[config.mk]
export PLATFORM = sky130hd
export DESIGN_NAME = hvt_div_cell
export DESIGN_NICKNAME = d
export VERILOG_FILES = /design/src/design/hvt_pkg.sv /design/src/design/hvt_div_cell.sv
export SDC_FILE = /design/constraint.sdc
export NUM_CORES = 1
export LEC_CHECK = 0
export ABC_AREA = 1
export BUFFER_PORTS_ARGS = -buffer_cell sky130_fd_sc_hd__buf_2
export CAP_MARGIN = 20
export CORE_AREA = 2 2 525 527
export DETAILED_ROUTE_END_ITERATION = 10
export DIE_AREA = 0 0 527 529
export PLACE_DENSITY = 0.36
export SLEW_MARGIN = 20
export SYNTH_ARGS = -nofsm -noshare
export SYNTH_HDL_FRONTEND = slang
export SYNTH_SLANG_ARGS = --single-unit
[constraint.sdc]
create_clock -name aclk -period 41.3 [get_ports aclk]
set_input_delay 0 -clock aclk [delete_from_list [all_inputs] [get_ports aclk]]
set_output_delay 0 -clock aclk [all_outputs]
set_load 0.02 [all_outputs]
[src/design/hvt_pkg.sv]
// Shared constants and register indexes for the homogeneous vertex transform.
package hvt_pkg;

    localparam int COORD_WIDTH_DEF = 32;
    localparam int FRAC_BITS_DEF   = 16;
    localparam int ELEM_W          = 32;
    localparam int NUM_REGS        = 8;
    localparam int REG_IDX_W       = 3;
    localparam int CFG_IDX_W       = 4;
    localparam int CFG_DATA_W      = 64;

    typedef enum logic [CFG_IDX_W-1:0] {
        REG_ROW0_COLS01 = 4'd0,
        REG_ROW0_COLS23 = 4'd1,
        REG_ROW1_COLS01 = 4'd2,
        REG_ROW1_COLS23 = 4'd3,
        REG_ROW2_COLS01 = 4'd4,
        REG_ROW2_COLS23 = 4'd5,
        REG_ROW3_COLS01 = 4'd6,
        REG_ROW3_COLS23 = 4'd7
    } reg_idx_t;

endpackage

[src/design/hvt_div_cell.sv]
// One restoring divider cell that settles one quotient bit for all three coordinates.
module hvt_div_cell #(
    parameter int COORD_WIDTH = hvt_pkg::COORD_WIDTH_DEF,
    parameter int AW          = 82,
    parameter int RW          = 130,
    parameter int BIT         = 0
) (
    input  logic                         aclk,
    input  logic                         aresetn,
    input  logic                         in_valid,
    output logic                         in_ready,
    input  logic [2:0][RW-1:0]           in_r,
    input  logic [2:0][COORD_WIDTH-1:0]  in_q,
    input  logic [2:0]                   in_neg,
    input  logic [2:0]                   in_ovf,
    input  logic [2:0][COORD_WIDTH-1:0]  in_uval,
    input  logic [2:0]                   in_usat,
    input  logic [AW-1:0]                in_d,
    input  logic                         in_wz,
    output logic                         out_valid,
    input  logic                         out_ready,
    output logic [2:0][RW-1:0]           out_r,
    output logic [2:0][COORD_WIDTH-1:0]  out_q,
    output logic [2:0]                   out_neg,
    output logic [2:0]                   out_ovf,
    output logic [2:0][COORD_WIDTH-1:0]  out_uval,
    output logic [2:0]                   out_usat,
    output logic [AW-1:0]                out_d,
    output logic                         out_wz
);

    logic                        valid_reg;
    logic                        ready;
    logic [RW-1:0]               dsh;
    logic [2:0][RW-1:0]          r_next;
    logic [2:0][COORD_WIDTH-1:0] q_next;
    logic [2:0][RW-1:0]          r_reg;
    logic [2:0][COORD_WIDTH-1:0] q_reg;
    logic [2:0]                  neg_reg;
    logic [2:0]                  ovf_reg;
    logic [2:0][COORD_WIDTH-1:0] uval_reg;
    logic [2:0]                  usat_reg;
    logic [AW-1:0]               d_reg;
    logic                        wz_reg;

    assign ready    = !valid_reg || out_ready;
    assign in_ready = ready;
    assign dsh      = RW'(in_d) << BIT;

    always_comb begin
        for (int c = 0; c < 3; c++) begin
            r_next[c] = in_r[c];
            q_next[c] = in_q[c];
            if (in_r[c] >= dsh) begin
                r_next[c]      = in_r[c] - dsh;
                q_next[c][BIT] = 1'b1;
            end
        end
    end

    always_ff @(posedge aclk) begin
        if (!aresetn) begin
            valid_reg <= 1'b0;
        end else if (ready) begin
            valid_reg <= in_valid;
        end
    end

    always_ff @(posedge aclk) begin
        if (in_valid && ready) begin
            r_reg    <= r_next;
            q_reg    <= q_next;
            neg_reg  <= in_neg;
            ovf_reg  <= in_ovf;
            uval_reg <= in_uval;
            usat_reg <= in_usat;
            d_reg    <= in_d;
            wz_reg   <= in_wz;
        end
    end

    assign out_valid = valid_reg;
    assign out_r     = r_reg;
    assign out_q     = q_reg;
    assign out_neg   = neg_reg;
    assign out_ovf   = ovf_reg;
    assign out_uval  = uval_reg;
    assign out_usat  = usat_reg;
    assign out_d     = d_reg;
    assign out_wz    = wz_reg;

endmodule

==> reports/metrics.yaml <==
timing:
  rsz0062_at_grt: "false"
  worst_pin_slew_ps: 1060
  whs_ps: 43.9
  hold_violations: 0
  relSlewSlack: 0.295
  fin_crit_ps: 5060
  setup-violations-final: 0
  clock-skew-final_ps: 43.3
  max_freq_mhz: 198
  slew_violations: 0
  fin_ws_ps: 36240
  finalSetupTns_ps: 0
  period_share: 0.122
critical_path:
  end_kind: "register"
  cpPeakStageDelay_ps: 550
  crit_type: "in -> reg"
  worst-path-max-fanout: 5
  worstSetupStartpointType: "input pin"
  cp_common_cell: "nand2_1"
  crit_path_cell_trace: "dlygate4sd3_1 > buf_2 > ha_1 > inv_1 > fa_1 > nand3_1 > nand3_1 > nand2_1 > nand2_1 > nand2_1 > nand2_1 > nand2_1 > nand2_1 > nand2_1 > nand3_1 > nand2_1 > nand2_1 > nand2_1 > dlygate4sd3_1 > nand2_1 > dlygate4sd3_1 > nand2_1 > inv_1"
  arrival_ps: 5670
  slowest_stage: "dlygate4sd3_1"
  cp.required_ps: 41910
min_path:
  holdCritPathClass: "in -> reg"
drt:
  wire_per_inst_um: 29.6
  drt_iter0_drc: 5657
  via_count: 67000
  postRouteAntennaNets: 0
  routed_wl_um: 433000
  via_per_inst: 4.58
  drc_errors: 0
  firstDrtPassIters: 6
pwr:
  power_density_nw_per_um2: 32.7
  seq_power_share: 0.335
  leakagePower_nw: 37.9
  p_comb_frac: 0.342
  power_switching_mw: 1.03
  irDropWorstVdd_mv: 0.0334
  p_int_mw: 1.58
  clkPwrFrac: 0.323
  swShare: 0.395
logic_synthesis:
  netlist_area_um2: 55800
  synthFlopType: "edfxtp_1"
  yosysTopAreaCell: "edfxtp_1"
  syn_inst: 8547
  synth_common_cells: "3120 x nand2_1, 1608 x inv_1, 1076 x nor2_1"
  synth-edff-count: 674
  ys_seq_elements: 675
  synth_fp_nets: 9474
  synth_warnings: 0
  async_reset_ff_frac: 0
  synth_top_area_frac: 0.363
  netlist-cell-type-count: 39
  synthTopCellsByArea: "edfxtp_1 36%, nand2_1 21%, inv_1 11%"
  yosysMostFrequentCell: "nand2_1"
  avgSynthCellArea_um2: 6.53
  ys_seq_area_frac: 0.363
placement:
  gp_congestion: 1.04
  place_ws_ps: 36210
  dp_hpwl_um: 377000
  place_inst: 13400
  io_buffers: 1353
grt:
  globalRouteTotalUtil: 0.298
  grt_antenna_before_repair: 70
  grt_pass1_vias: 65700
  grt_max_degree: 106
  grt.overflow.total: 0
  grt_first_pass_wirelength_um: 565000
cells_and_area:
  num-fill-cells: 30800
  finish.utilization: 0.292
  synthToLayoutAreaGrowth_pct: 42.6
  final-seq-area_um2: 20300
  drive_gt1_frac: 0.143
  multi_input_area_um2: 29000
  layoutNonFillerInstCount: 14600
  layout.nets: 11900
die:
  die_h_um: 529
  num_rows: 192
  fp.dieW_um: 527
  io_pins: 1354
  initial_utilization: 0.205
  core_area_um2: 273000
  die_area_um2: 279000
clock_network:
  cts_hold_buf: 975
  clockBufferDepth: 4
  numCtsBuffers: 95
  cts-htree-levels: 3
  cts_tree: "built"
  post_cts_buffers: 0
  cts.clk_slew.worst_paths_ps: 70
  worst_skew_pair.late_latency_ps: 860
  cts_resized: 0
  root_buffer: "clkbuf_16"
  clock-sinks: 675
status:
  status: "finished clean"
flow_run:
  maxCapViolCount: 0
## worst paths after layout
kind | start | to | slack (ps) | depth (start not counted)
max | in_d[0] | out_r[116]$_DFFE_PP_ | 36240 | 23
min | in_valid | out_valid$_SDFFE_PN0N_ | 40 | 4
max reg2reg | out_valid$_SDFFE_PN0N_ | out_q[52]$_DFFE_PP_ | 36360 | 6
min reg2reg | out_valid$_SDFFE_PN0N_ | out_valid$_SDFFE_PN0N_ | 1100 | 3
## logic make-up after synthesis
group	Yosys count	share of synthesized area
xor gates and xnor gates	194	0.0304
and+or+nand+nor	4912	0.355
adders and majority gates	249	0.0562
AOI/OAI and AO/OA	832	0.0783
DFF	675	0.363
buffers and inverters	1685	0.117
## flip-flops by register name, summed over array words and instances, names as in the netlist
name	count
out_d	82
out_neg	3
out_ovf	3
out_wz	1
out_r	390
out_usat	3
out_q	96
out_valid	1
out_uval	96
## routing by layer
| metal | vias to the layer above | routed length [um] | GRT usage |
|---|---|---|---|
| met3 | 577 | 22600 | 0.0379 |
| met1 | 32300 | 176000 | 0.359 |
| li1 | 31600 | - | - |
| met4 | 30 | 24700 | 0.145 |
| met2 | 2488 | 209000 | 0.521 |
| met5 | - | 204 | 0 |
## power groups by stage
stage	clock, mW	combinational [mW]	sequential (mW)
finish	0.840	0.890	0.873
CTS	0.866	0.887	0.874
global placement	0	0.810	0.888
detailed placement	0	0.805	0.886
global route	0.886	0.933	0.876
floorplan	0	0.315	0.989
## cell type report
class | instances | area share
multi-input combinational | 6187 | 0.365
sequential | 675 | 0.254
timing repair buffer | 2348 | 0.209
inverter | 1616 | 0.0763
tap | 3589 | 0.0564
clock buffer | 115 | 0.0308
clock inverter | 50 | 0.00666
antenna | 35 | 0.00110
## metrics by stage
stage | instance area [um^2] | total power [mW]
after CTS | 79500 | 2.63
after global routing | 79600 | 2.70
final | 79600 | 2.60
after global placement | 66800 | 1.70
after detailed placement | 66800 | 1.69
after floorplan | 55800 | 1.30
## cells in the final DEF (no fill, tap or decap), types with 13 or more instances in the layout
cell type	n
clkbuf_16	95
a21oi_1	357
or2_2	13
o21bai_1	44
edfxtp_1	674
ha_1	246
buf_4	20
nor4_1	14
nand4_1	121
nand3_1	319
nor2_1	1076
nand2_2	14
nand2_1	3120
xnor2_1	179
o21ai_0	277
clkbuf_1	20
nor2_2	13
inv_1	1608
xor2_1	15
and2_1	13
buf_2	1353
o21ai_1	120
clkinv_1	17
diode_2	35
dlygate4sd3_1	975
nand3b_1	81
nor3_1	115
## critical path, delay by kind of cell
family	cells	cell delay, ps
and+or+nand+nor	15	2690
adders and majority gates	2	730
buffers and inverters	6	2230
No activity file was read; power rests on OpenSTA's default activity.
